--- config.mk ---
export PLATFORM = sky130hd
export DESIGN_NAME = modbus_rtu_register_slave
export DESIGN_NICKNAME = d
export VERILOG_FILES = /design/src/rtl/core/mrs_pkg.sv /design/src/rtl/core/modbus_rtu_register_slave.sv
export SDC_FILE = /design/constraint.sdc
export NUM_CORES = 1
export LEC_CHECK = 0
export BUFFER_PORTS_ARGS = -buffer_cell sky130_fd_sc_hd__buf_2
export CAP_MARGIN = 25
export CORE_MARGIN = 2
export CORE_UTILIZATION = 45
export DETAILED_ROUTE_END_ITERATION = 8
export PLACE_DENSITY = 0.59
export SLEW_MARGIN = 25
export SYNTH_ARGS = -nofsm -noshare
export SYNTH_HDL_FRONTEND = slang
export SYNTH_SLANG_ARGS = --single-unit
--- constraint.sdc ---
create_clock -name i_clk -period 8.6 [get_ports i_clk]
set_input_delay 1.29 -clock i_clk [delete_from_list [all_inputs] [get_ports i_clk]]
set_output_delay 1.29 -clock i_clk [all_outputs]
set_load 0.02 [all_outputs]
--- src/rtl/core/mrs_pkg.sv ---
// Package for the Modbus RTU register slave: types, constants and CRC helper.
`default_nettype none
package mrs_pkg;
    localparam int RegCount   = 16;
    localparam int FrameDepth = 64;
    localparam int RegIdxW    = 4;
    localparam int FrameIdxW  = 6;
    localparam int CountW     = 7;

    localparam logic [7:0]  FN_READ   = 8'h03;
    localparam logic [7:0]  FN_WRITE  = 8'h06;
    localparam logic [7:0]  EXC_FLAG  = 8'h80;
    localparam logic [7:0]  EXC_FUNC  = 8'h01;
    localparam logic [7:0]  EXC_ADDR  = 8'h02;
    localparam logic [15:0] CRC_INIT  = 16'hFFFF;
    localparam logic [15:0] CRC_POLY  = 16'hA001;
    localparam logic [7:0]  ADDR_RST  = 8'h01;

    localparam logic [1:0] KIND_BYTE = 2'd0;
    localparam logic [1:0] KIND_GAP  = 2'd1;
    localparam logic [1:0] KIND_HOST = 2'd2;

    typedef struct packed {
        logic [1:0]  kind;
        logic [7:0]  rx_byte;
        logic [3:0]  host_index;
        logic [15:0] host_value;
    } t_in;

    typedef struct packed {
        logic [7:0] tx_byte;
        logic       last;
    } t_out;

    typedef enum logic [4:0] {
        ST_CLEAR, ST_IDLE,
        ST_HDR1, ST_HDR2, ST_HDR3, ST_HDR4, ST_HDR5, ST_DECIDE,
        ST_EMIT_ADDR, ST_EMIT_FN, ST_EMIT_CODE,
        ST_EMIT_CNT, ST_RD_REQ, ST_RD_HI, ST_RD_LO,
        ST_WR_ECHO,
        ST_CRC_LO, ST_CRC_HI
    } t_state;

    function automatic logic [15:0] crc_byte(input logic [15:0] crc, input logic [7:0] b);
        logic [15:0] c;
        c = crc ^ {8'h00, b};
        for (int k = 0; k < 8; k++) begin
            c = c[0] ? ((c >> 1) ^ CRC_POLY) : (c >> 1);
        end
        return c;
    endfunction
endpackage
`default_nettype wire

--- src/rtl/core/modbus_rtu_register_slave.sv ---
// Modbus RTU slave; frame store and holding-register table are two synchronous memories.
// A received byte, host write or rejected gap is handled without leaving IDLE; a gap
// whose count and CRC pass but whose byte 0 misses the address returns from HDR1 to
// IDLE. A matching frame passes HDR1 to HDR5 and DECIDE for the header, then sends one
// reply byte per cycle unless the output stalls, plus an RD_REQ state per register read.
// After reset a clearing pass zeros the frame store and table, with no item taken.
`default_nettype none
module modbus_rtu_register_slave (
    input  wire logic            i_clk,
    input  wire logic            i_rst_n,
    input  wire logic            i_valid,
    output logic                 o_stall,
    input  wire mrs_pkg::t_in    i_data,
    output logic                 o_valid,
    input  wire logic            i_stall,
    output mrs_pkg::t_out        o_data,
    input  wire logic            i_cfg_valid,
    output logic                 o_cfg_ready,
    input  wire logic [7:0]      i_cfg_data
);
    import mrs_pkg::*;

    logic [7:0]  r_frame [FrameDepth];
    logic [15:0] r_table [RegCount];

    t_state           r_state, n_state;
    logic [7:0]       r_own;
    logic [CountW-1:0] r_count, n_count;
    logic             r_ovf, n_ovf;
    logic [15:0]      r_crc, n_crc;
    logic [15:0]      r_tcrc, n_tcrc;
    logic [7:0]       r_fn, n_fn;
    logic [15:0]      r_a, n_a;
    logic [15:0]      r_b, n_b;
    logic [7:0]       r_code, n_code;
    logic [CountW-1:0] r_pos, n_pos;
    logic [15:0]      r_left, n_left;
    logic [FrameIdxW:0] r_clr, n_clr;
    logic [7:0]       r_frd;
    logic [15:0]      r_trd;
    logic             r_ovalid, n_ovalid;
    t_out             r_odata, n_odata;

    logic                 f_we;
    logic [FrameIdxW-1:0] f_wa, f_ra;
    logic [7:0]           f_wd;
    logic                 t_we;
    logic [RegIdxW-1:0]   t_wa, t_ra;
    logic [15:0]          t_wd;

    logic accept, out_free, emit;
    logic [7:0] e_byte;
    logic       e_last;

    assign out_free    = !r_ovalid || !i_stall;
    assign o_stall     = (r_state != ST_IDLE);
    assign accept      = i_valid && !o_stall;
    assign o_cfg_ready = 1'b1;
    assign o_valid     = r_ovalid;
    assign o_data      = r_odata;

    always_ff @(posedge i_clk) begin
        if (f_we) r_frame[f_wa] <= f_wd;
        r_frd <= r_frame[f_ra];
        if (t_we) r_table[t_wa] <= t_wd;
        r_trd <= r_table[t_ra];
    end

    always_ff @(posedge i_clk) begin
        if (!i_rst_n) begin
            r_state  <= ST_CLEAR;
            r_own    <= ADDR_RST;
            r_count  <= '0;
            r_ovf    <= 1'b0;
            r_crc    <= CRC_INIT;
            r_clr    <= '0;
            r_ovalid <= 1'b0;
        end else begin
            r_state  <= n_state;
            if (i_cfg_valid) r_own <= i_cfg_data;
            r_count  <= n_count;
            r_ovf    <= n_ovf;
            r_crc    <= n_crc;
            r_clr    <= n_clr;
            r_ovalid <= n_ovalid;
        end
    end

    always_ff @(posedge i_clk) begin
        r_tcrc  <= n_tcrc;
        r_fn    <= n_fn;
        r_a     <= n_a;
        r_b     <= n_b;
        r_code  <= n_code;
        r_pos   <= n_pos;
        r_left  <= n_left;
        r_odata <= n_odata;
    end

    always_comb begin
        n_state  = r_state;
        n_count  = r_count;
        n_ovf    = r_ovf;
        n_crc    = r_crc;
        n_tcrc   = r_tcrc;
        n_fn     = r_fn;
        n_a      = r_a;
        n_b      = r_b;
        n_code   = r_code;
        n_pos    = r_pos;
        n_left   = r_left;
        n_clr    = r_clr;
        n_ovalid = r_ovalid && i_stall;
        n_odata  = r_odata;
        f_we = 1'b0; f_wa = '0; f_wd = '0; f_ra = '0;
        t_we = 1'b0; t_wa = '0; t_wd = '0; t_ra = r_a[RegIdxW-1:0];
        emit = 1'b0; e_byte = '0; e_last = 1'b0;

        unique case (r_state)
            ST_CLEAR: begin
                f_we = 1'b1; f_wa = r_clr[FrameIdxW-1:0];
                t_we = 1'b1; t_wa = r_clr[RegIdxW-1:0];
                n_clr = r_clr + 1'b1;
                if (r_clr == (FrameIdxW+1)'(FrameDepth - 1)) n_state = ST_IDLE;
            end
            ST_IDLE: begin
                f_ra = '0;
                if (accept) begin
                    unique case (i_data.kind)
                        KIND_BYTE: begin
                            if (r_count < CountW'(FrameDepth)) begin
                                f_we = 1'b1; f_wa = r_count[FrameIdxW-1:0];
                                f_wd = i_data.rx_byte;
                                n_count = r_count + 1'b1;
                                n_crc = crc_byte(r_crc, i_data.rx_byte);
                            end else n_ovf = 1'b1;
                        end
                        KIND_GAP: begin
                            // byte 0 is read now, so hold for the check
                            if (r_count >= CountW'(4) && r_count < CountW'(FrameDepth)
                                && !r_ovf && r_crc == 16'h0000) begin
                                n_state = ST_HDR1;
                            end
                            n_count = '0; n_ovf = 1'b0; n_crc = CRC_INIT;
                        end
                        KIND_HOST: begin
                            t_we = 1'b1; t_wa = i_data.host_index;
                            t_wd = i_data.host_value;
                        end
                        default: ;
                    endcase
                end
            end
            // r_frd in HDR1 holds byte 0 (read issued at the accepting edge)
            ST_HDR1: begin
                f_ra = 6'd1;
                n_state = (r_frd == r_own) ? ST_HDR2 : ST_IDLE;
            end
            ST_HDR2: begin n_fn = r_frd; f_ra = 6'd2; n_state = ST_HDR3; end
            ST_HDR3: begin n_a[15:8] = r_frd; f_ra = 6'd3; n_state = ST_HDR4; end
            ST_HDR4: begin n_a[7:0] = r_frd; f_ra = 6'd4; n_state = ST_HDR5; end
            ST_HDR5: begin n_b[15:8] = r_frd; f_ra = 6'd5; n_state = ST_DECIDE; end
            ST_DECIDE: begin
                n_b[7:0] = r_frd;
                n_tcrc = CRC_INIT;
                n_pos = '0;
                n_code = '0;
                if (r_fn == FN_READ) begin
                    if ({1'b0, r_a} + {9'b0, r_frd} + {1'b0, r_b[15:8], 8'h00}
                        > 17'(RegCount)) n_code = EXC_ADDR;
                end else if (r_fn == FN_WRITE) begin
                    if (r_a >= 16'(RegCount)) n_code = EXC_ADDR;
                end else n_code = EXC_FUNC;
                n_state = ST_EMIT_ADDR;
            end
            ST_EMIT_ADDR: begin
                emit = 1'b1; e_byte = r_own;
                if (out_free) n_state = ST_EMIT_FN;
            end
            ST_EMIT_FN: begin
                emit = 1'b1;
                e_byte = (r_code != '0) ? (r_fn | EXC_FLAG) : r_fn;
                if (out_free) begin
                    if (r_code != '0) n_state = ST_EMIT_CODE;
                    else if (r_fn == FN_READ) n_state = ST_EMIT_CNT;
                    else begin
                        n_state = ST_WR_ECHO;
                        n_left = 16'd2;
                    end
                end
            end
            ST_EMIT_CODE: begin
                emit = 1'b1; e_byte = r_code;
                if (out_free) n_state = ST_CRC_LO;
            end
            ST_EMIT_CNT: begin
                emit = 1'b1; e_byte = {r_b[6:0], 1'b0};
                if (out_free) begin
                    n_left = r_b;
                    n_state = (r_b == '0) ? ST_CRC_LO : ST_RD_REQ;
                end
            end
            ST_RD_REQ: begin
                t_ra = r_a[RegIdxW-1:0];
                n_state = ST_RD_HI;
            end
            ST_RD_HI: begin
                t_ra = r_a[RegIdxW-1:0];
                emit = 1'b1; e_byte = r_trd[15:8];
                if (out_free) n_state = ST_RD_LO;
            end
            ST_RD_LO: begin
                t_ra = r_a[RegIdxW-1:0];
                emit = 1'b1; e_byte = r_trd[7:0];
                if (out_free) begin
                    n_a = r_a + 1'b1;
                    n_left = r_left - 1'b1;
                    n_state = (r_left == 16'd1) ? ST_CRC_LO : ST_RD_REQ;
                end
            end
            ST_WR_ECHO: begin
                emit = 1'b1;
                // echo a_hi, a_lo, b_hi, b_lo by shifting
                e_byte = r_a[15:8];
                if (out_free) begin
                    n_a = {r_a[7:0], r_b[15:8]};
                    n_b = {r_b[7:0], 8'h00};
                    if (n_left == 16'd2 && r_left == 16'd2 && r_pos == CountW'(2)) begin
                        t_we = 1'b1; t_wa = r_a[RegIdxW-1:0]; t_wd = r_b;
                    end
                    if (r_pos == CountW'(5)) n_state = ST_CRC_LO;
                end
            end
            ST_CRC_LO: begin
                emit = 1'b1; e_byte = r_tcrc[7:0];
                if (out_free) n_state = ST_CRC_HI;
            end
            ST_CRC_HI: begin
                emit = 1'b1; e_byte = r_tcrc[15:8]; e_last = 1'b1;
                if (out_free) n_state = ST_IDLE;
            end
            default: n_state = ST_IDLE;
        endcase

        if (emit && out_free) begin
            n_ovalid = 1'b1;
            n_odata.tx_byte = e_byte;
            n_odata.last = e_last;
            n_pos = r_pos + 1'b1;
            if (r_state != ST_CRC_LO && r_state != ST_CRC_HI)
                n_tcrc = crc_byte(r_tcrc, e_byte);
            if (r_pos < CountW'(FrameDepth)) begin
                f_we = 1'b1; f_wa = r_pos[FrameIdxW-1:0]; f_wd = e_byte;
            end
        end
    end

    // Write-register store happens on first echo byte, before a is shifted.
    // (handled when r_pos == 2, i.e. first echo byte)

    a_hold_stalled: assert property (@(posedge i_clk) disable iff (!i_rst_n)
        (o_valid && i_stall) |=> (o_valid && $stable(o_data)))
        else $error("stalled transfer changed");
    a_no_accept_busy: assert property (@(posedge i_clk) disable iff (!i_rst_n)
        (r_state != ST_IDLE) |-> o_stall) else $error("accepted while busy");
    a_last_to_idle: assert property (@(posedge i_clk) disable iff (!i_rst_n)
        (r_state == ST_CRC_HI && out_free) |=> (r_state == ST_IDLE && o_data.last))
        else $error("reply did not end");
    a_count_bound: assert property (@(posedge i_clk) disable iff (!i_rst_n)
        r_count <= CountW'(FrameDepth)) else $error("count overrun");
endmodule
`default_nettype wire
---- Yosys cells after proc, flatten, opt, wreduce, memory -nomap -nowiden ----
Memory sizes are Yosys's and may differ from the RTL's. A register that Yosys moved wholly into a read port is not among the register bits.
Index checks and enable logic that the tools add are counted.
W data, S select, Z words.
storage, ports and cells
  register bits after elaboration ......... 141
  RAM bits ................................ 768
  input bits .............................. 43
  output and inout bits ................... 12
  logic and storage cells ................. 239
  memories ................................ 2
memory list
  memory   words  bits a word  rd ports  clocked after memory_dff  write ports  RTL line                         text
  r_frame  64     8            1         1                         1            modbus_rtu_register_slave.sv:23  logic [7:0] r_frame [FrameDepth];
  r_table  16     16           1         1                         1            modbus_rtu_register_slave.sv:24  logic [15:0] r_table [RegCount];
operators by class
  add/subtract/negate cells ............... 7
  magnitude comparators ................... 5
  equality and inequality tests ........... 48
  multiplexer cells ....................... 107
  bitwise operators ....................... 18
  reductions and logical operators ........ 34
operators by type and width
  operator                 count
  $mux W16                 32
  $pmux W5 S18             1
  $mux W5                  16
  $mux W8                  9
  $pmux W8 S9              1
  $pmux W16 S2             2
  $not A2 Y3               16
  $pmux W16 S3             1
  $pmux W8 S3              2
  $eq A5 B4 Y1 const B     8
  $ne A2 B2 Y1 const B     17
  $logic_not A16 Y1        2
  $pmux W8 S2              2
  $xor A16 B8 Y16          2
  $mux W6                  5
  $add A7 B1 Y7 const B    3
  $mux W7                  3
  $eq A5 B3 Y1 const B     4
  $add A16 B8 Y17          1
  $add A17 B16 Y17         1
  $gt A17 B5 Y1 const B    1
  $mux W1                  17
  $add A16 B1 Y16 const B  1
  $eq A16 B1 Y1 const B    1
  42 further kinds         71

---- Logic depth before layout (Yosys ltp) ----
  word-level depth ........................ 22
  mapped depth ............................ 11
  depth with buffers taken out ............ 11

---- Least setup slack after synthesis ----
OpenSTA, ideal clock, no wires.
  path kind ............................... input port to flip-flop
  from .................................... in i_stall
  to ...................................... mem r_table[0][0], enable pin
  setup time .............................. 409 ps
  data arrival time ....................... 3585 ps
  data required time ...................... 8191 ps
  path slack .............................. 4606 ps
  stages .................................. 6
  path buffers ............................ 1
  cells stage by stage .................... nand2_1 and4_1 clkbuf_1 a222oi_1 nand2_1 nor3_1
on the way
  cells in the longest elaborated chain, start to end .. 6
  elaborated cells on any way between the ends .. 8
  classes of those cells .................. 6 x mux; 2 x reduce/logical
RTL lines
  element                        RTL line                          text
  from (decl)                    modbus_rtu_register_slave.sv:15   input wire logic i_stall,
  $logic_not A1 Y1 (*)           modbus_rtu_register_slave.sv:55   assign out_free = !r_ovalid || !i_stall;
  $logic_or A1 B1 Y1 (*)         modbus_rtu_register_slave.sv:55
  $mux W1                        modbus_rtu_register_slave.sv:225  if (out_free) begin
  $pmux W1 S3                    modbus_rtu_register_slave.sv:119  unique case (r_state)
  $mux W1                        modbus_rtu_register_slave.sv:65   if (t_we) r_table[t_wa] <= t_wd;
  $mux W1 (implied by the code)  modbus_rtu_register_slave.sv:65
  to (decl)                      modbus_rtu_register_slave.sv:24
Mark *: on every way between the ends. The rest lies on a longest branch, timed or not.

---- Worst setup path in the final report ----
  from .................................... reg r_left[8]
  to ...................................... mem r_table[8][7], enable pin
on the way
  cells in the longest elaborated chain, start to end .. 7
  elaborated cells on any way between the ends .. 10
  classes of those cells .................. 1 x eq/ne; 8 x mux; 1 x reduce/logical
RTL lines
  element                        RTL line                          text
  from (decl)                    modbus_rtu_register_slave.sv:37   logic [15:0] r_left, n_left;
  from (signal assigned)         modbus_rtu_register_slave.sv:96   r_left <= n_left;
  $eq A16 B2 Y1 (*)              modbus_rtu_register_slave.sv:228  if (n_left == 16'd2 && r_left == 16'd2 && r_pos == CountW'(2)) begin
  $logic_and A1 B1 Y1 (*)        modbus_rtu_register_slave.sv:228
  $mux W1                        modbus_rtu_register_slave.sv:228
  $mux W1                        modbus_rtu_register_slave.sv:225
  $pmux W1 S3                    modbus_rtu_register_slave.sv:119
  $mux W1                        modbus_rtu_register_slave.sv:65
  $mux W1 (implied by the code)  modbus_rtu_register_slave.sv:65
Marks and branches as above.

==> summary.txt <==
Run status
  – Status: completed

Clock tree
  – Worst-skew pair later-pin latency: 0.61 ns
  – H-tree Lvls: 2
  – CTS Buf Count: 49
  – Max Root-Sink Buffers: 3
  – Clock Sinks: 463
  – Post-CTS setup buffers: 0
  – Clock tree from TritonCTS: yes
  – CTS Root Cell: clkbuf_16
  – Post_cts resized: 0
  – Clk slew on worst S/H paths: 0.06 ns
  – Hold buffers post-CTS: 0

Cells and area
  – Highest-count cells in the layout ignoring fill and taps: edfxtp_1, nand2_1, dfxtp_1
  – Fillers: 3704
  – Commonest non-fill, non-tap cell in the layout: edfxtp_1
  – Diodes inserted: 0
  – Layout Nets: 1567
  – Share of layout cells above drive strength 1: 0.171
  – Area added between synthesis and finish: 12.6%

Worst setup path
  – Worst reg-to-reg setup slack: 4.01 ns
  – Critical path class: reg -> reg
  – Startpoint type of the worst setup path: register
  – Crit Path Max Fanout: 21
  – Worst Setup SP: r_left[8]
  – Worst reg2reg path startpoint: r_left[8]
  – WP data required: 8.82 ns
  – Worst EP arrival: 4.81 ns
  – Reg2reg end: r_table[8][7]
  – Reg2reg path depth: 8
  – CP endpoint kind: register
  – CP Capture Point: r_table[8][7]

Timing
  – Clock Skew: 0.0241 ns
  – Final hold violation count: 0
  – Hold slack: 0.485 ns
  – RSZ-0062 raised after global routing: no
  – Setup-failing EPs final: 0
  – Worst-Margin Slew: 1.04 ns
  – TNS Setup: 0 ns
  – Fin crit share: 0.534
  – Fin crit period: 4.59 ns
  – Worst slew margin: 0.300
  – Max Fclk: 218 MHz
  – Fin. max-slew vios: 0

Detailed routing
  – Via Count: 12471
  – Via-to-Cell Ratio: 5.86
  – Drt pass-1 iters: 8
  – Final wirelength: 53000 µm
  – Avg WL per Cell: 24.9 µm
  – DRT antenna net count: 0
  – Residual DRC: 0
  – First DRT Iteration DRCs: 1366

Synth
  – EDFF count, synth: 378
  – Synth Area per Inst: 14.1 µm²
  – Yosys cell types: 72
  – Async S/R FF share, synth: 0
  – Synth Cell Area: 20400 µm²
  – Ys flop type: edfxtp_1
  – Syn Inst Count: 1448
  – Synth Warn #: 0
  – Net Count, Synth: 1519
  – Number of synthesized register bits: 463
  – Seq/Total Area, Yosys: 0.641

Global route
  – Grt met3 use: 0.0355
  – Total Routing Usage GR: 0.228
  – M2 GR Usage: 0.379
  – Antenna violations before repair: 0
  – First-pass GRT wire length: 79200 µm
  – Grt ovf: 0
  – Largest net degree at the start of global routing: 43
  – Met1 usage: 0.307
  – Vias in the first global route: 12216
  – GRT busiest layer: met2

Power
  – Peak supply drop: 188 µV
  – Cell area power density: 209 nW/µm²
  – LEAKAGE: 7.97 nW

Hold path
  – Min-Delay Path Class: reg -> reg
  – Hold Crit Depth: 2

Flow run
  – Total of max-cap violations: 0

Placed design
  – Port Buffers: 53
  – Post-DP HPWL: 36000 µm
  – Final GP Congestion: 0.919

Die
  – FP Rows: 77
  – Die area: 47000 µm²
  – Core area: 44400 µm²
  – Die Ht: 217 µm
  – Die width: 217 µm
  – Ports: 55
  – Starting Density: 0.458
per-stage QoR:
step           setup WS, ns  power (mW)  std cells  utilization  cell area, µm²
3_5_place_dp           4.06        2.73       2037        0.479           21300
6_report               4.01        4.79       2128        0.516           22900
4_1_cts                4.06        4.82       2128        0.516           22900
3_3_place_gp           4.16        2.73       2037        0.479           21300
2_1_floorplan          4.61        2.65       1448            -           20400
5_1_grt                3.84        4.93       2128        0.516           22900
cell usage after synthesis (all sizes together) (4+ instances only):
| master | number | share of area |
|---|---|---|
| a21o | 13 | 0.0048 |
| a21oi | 37 | 0.0091 |
| a222oi | 6 | 0.0030 |
| a22o | 19 | 0.0082 |
| a22oi | 12 | 0.0044 |
| a31oi | 7 | 0.0022 |
| and2 | 9 | 0.0028 |
| and3 | 21 | 0.0067 |
| buf | 28 | 0.0065 |
| clkbuf | 46 | 0.0085 |
| dfxtp | 85 | 0.084 |
| edfxtp | 378 | 0.56 |
| ha | 27 | 0.017 |
| inv | 28 | 0.0052 |
| mux2i | 27 | 0.013 |
| mux4 | 81 | 0.090 |
| nand2 | 124 | 0.023 |
| nand2b | 11 | 0.0034 |
| nand3 | 47 | 0.012 |
| nand3b | 5 | 0.0018 |
| nand4 | 11 | 0.0034 |
| nor2 | 91 | 0.018 |
| nor2b | 27 | 0.0083 |
| nor3 | 40 | 0.010 |
| nor3b | 5 | 0.0021 |
| nor4 | 24 | 0.0074 |
| o211ai | 6 | 0.0022 |
| o21ai | 72 | 0.018 |
| o21bai | 5 | 0.0018 |
| o22ai | 4 | 0.0012 |
| o31ai | 6 | 0.0022 |
| o41ai | 4 | 0.0017 |
| or3 | 4 | 0.0012 |
| or4 | 5 | 0.0018 |
| xnor2 | 62 | 0.027 |
| xor2 | 33 | 0.014 |
power breakdown:
part / switching [mW] / internal [mW] / total [mW]
Combinational: 0.107 / 0.0730 / 0.180
Clock: 0.902 / 1.20 / 2.11
Sequential: 0.0394 / 2.46 / 2.50
Total: 1.05 / 3.74 / 4.79
area by class of cell:
| cell class | instances | area, µm² | area share |
|---|---|---|---|
| Multi-Input combinational cell | 883 | 7000 | 0.305 |
| Clock buffer | 68 | 1400 | 0.0610 |
| Timing Repair Buffer | 71 | 400 | 0.0175 |
| Tap cell | 592 | 741 | 0.0323 |
| Clock inverter | 23 | 221 | 0.00966 |
| Sequential cell | 463 | 13100 | 0.570 |
| Inverter | 28 | 105 | 0.00459 |
layer usage:
metal | vias to the layer above | wire length [µm]
li1 | 5648 | -
met1 | 6307 | 22400
met2 | 431 | 26000
met3 | 85 | 3080
met4 | 0 | 1560
met5 | - | 0
state kept, by name, indices dropped and copies added, names as in the netlist:
name     flops
r_crc       16
r_left      16
r_trd       16
r_own        8
r_fn         8
o_valid      1
r_count      7
r_ovf        1
r_clr        7
r_frame     48
r_state      5
r_tcrc      16
r_frd        8
r_a         16
o_data       9
r_pos        7
r_b         16
r_code       2
r_table    256
logic make-up after synthesis:
| group | share of synthesized area |
|---|---|
| DFF | 0.641 |
| and+or+nand+nor | 0.105 |
| AOI/OAI and AO/OA | 0.0690 |
| muxes | 0.103 |
| buffers and inverters | 0.0201 |
| xor gates and xnor gates | 0.0433 |
| adders and majority gates | 0.0176 |
| other | 0.000184 |
worst min-delay path by stage:
stage               startpoint        end  slack, ns
global route        r_tcrc[13]  r_tcrc[5]       0.52
floorplan                r_ovf      r_ovf       0.43
CTS                      r_ovf      r_ovf       0.48
detailed placement       r_ovf      r_ovf       0.46
finish                   r_ovf      r_ovf       0.48
global placement         r_ovf      r_ovf       0.45
worst max-delay path: stages (launching register included):
cell      delay (ns)
edfxtp_1        0.45
or4_1           0.63
nor4_1          0.32
nand3_1         0.20
inv_1           0.14
and4_1          0.73
a222oi_1        0.30
or3_1           0.60
nor2_2          0.83
(Power assumes the default switching activity.)
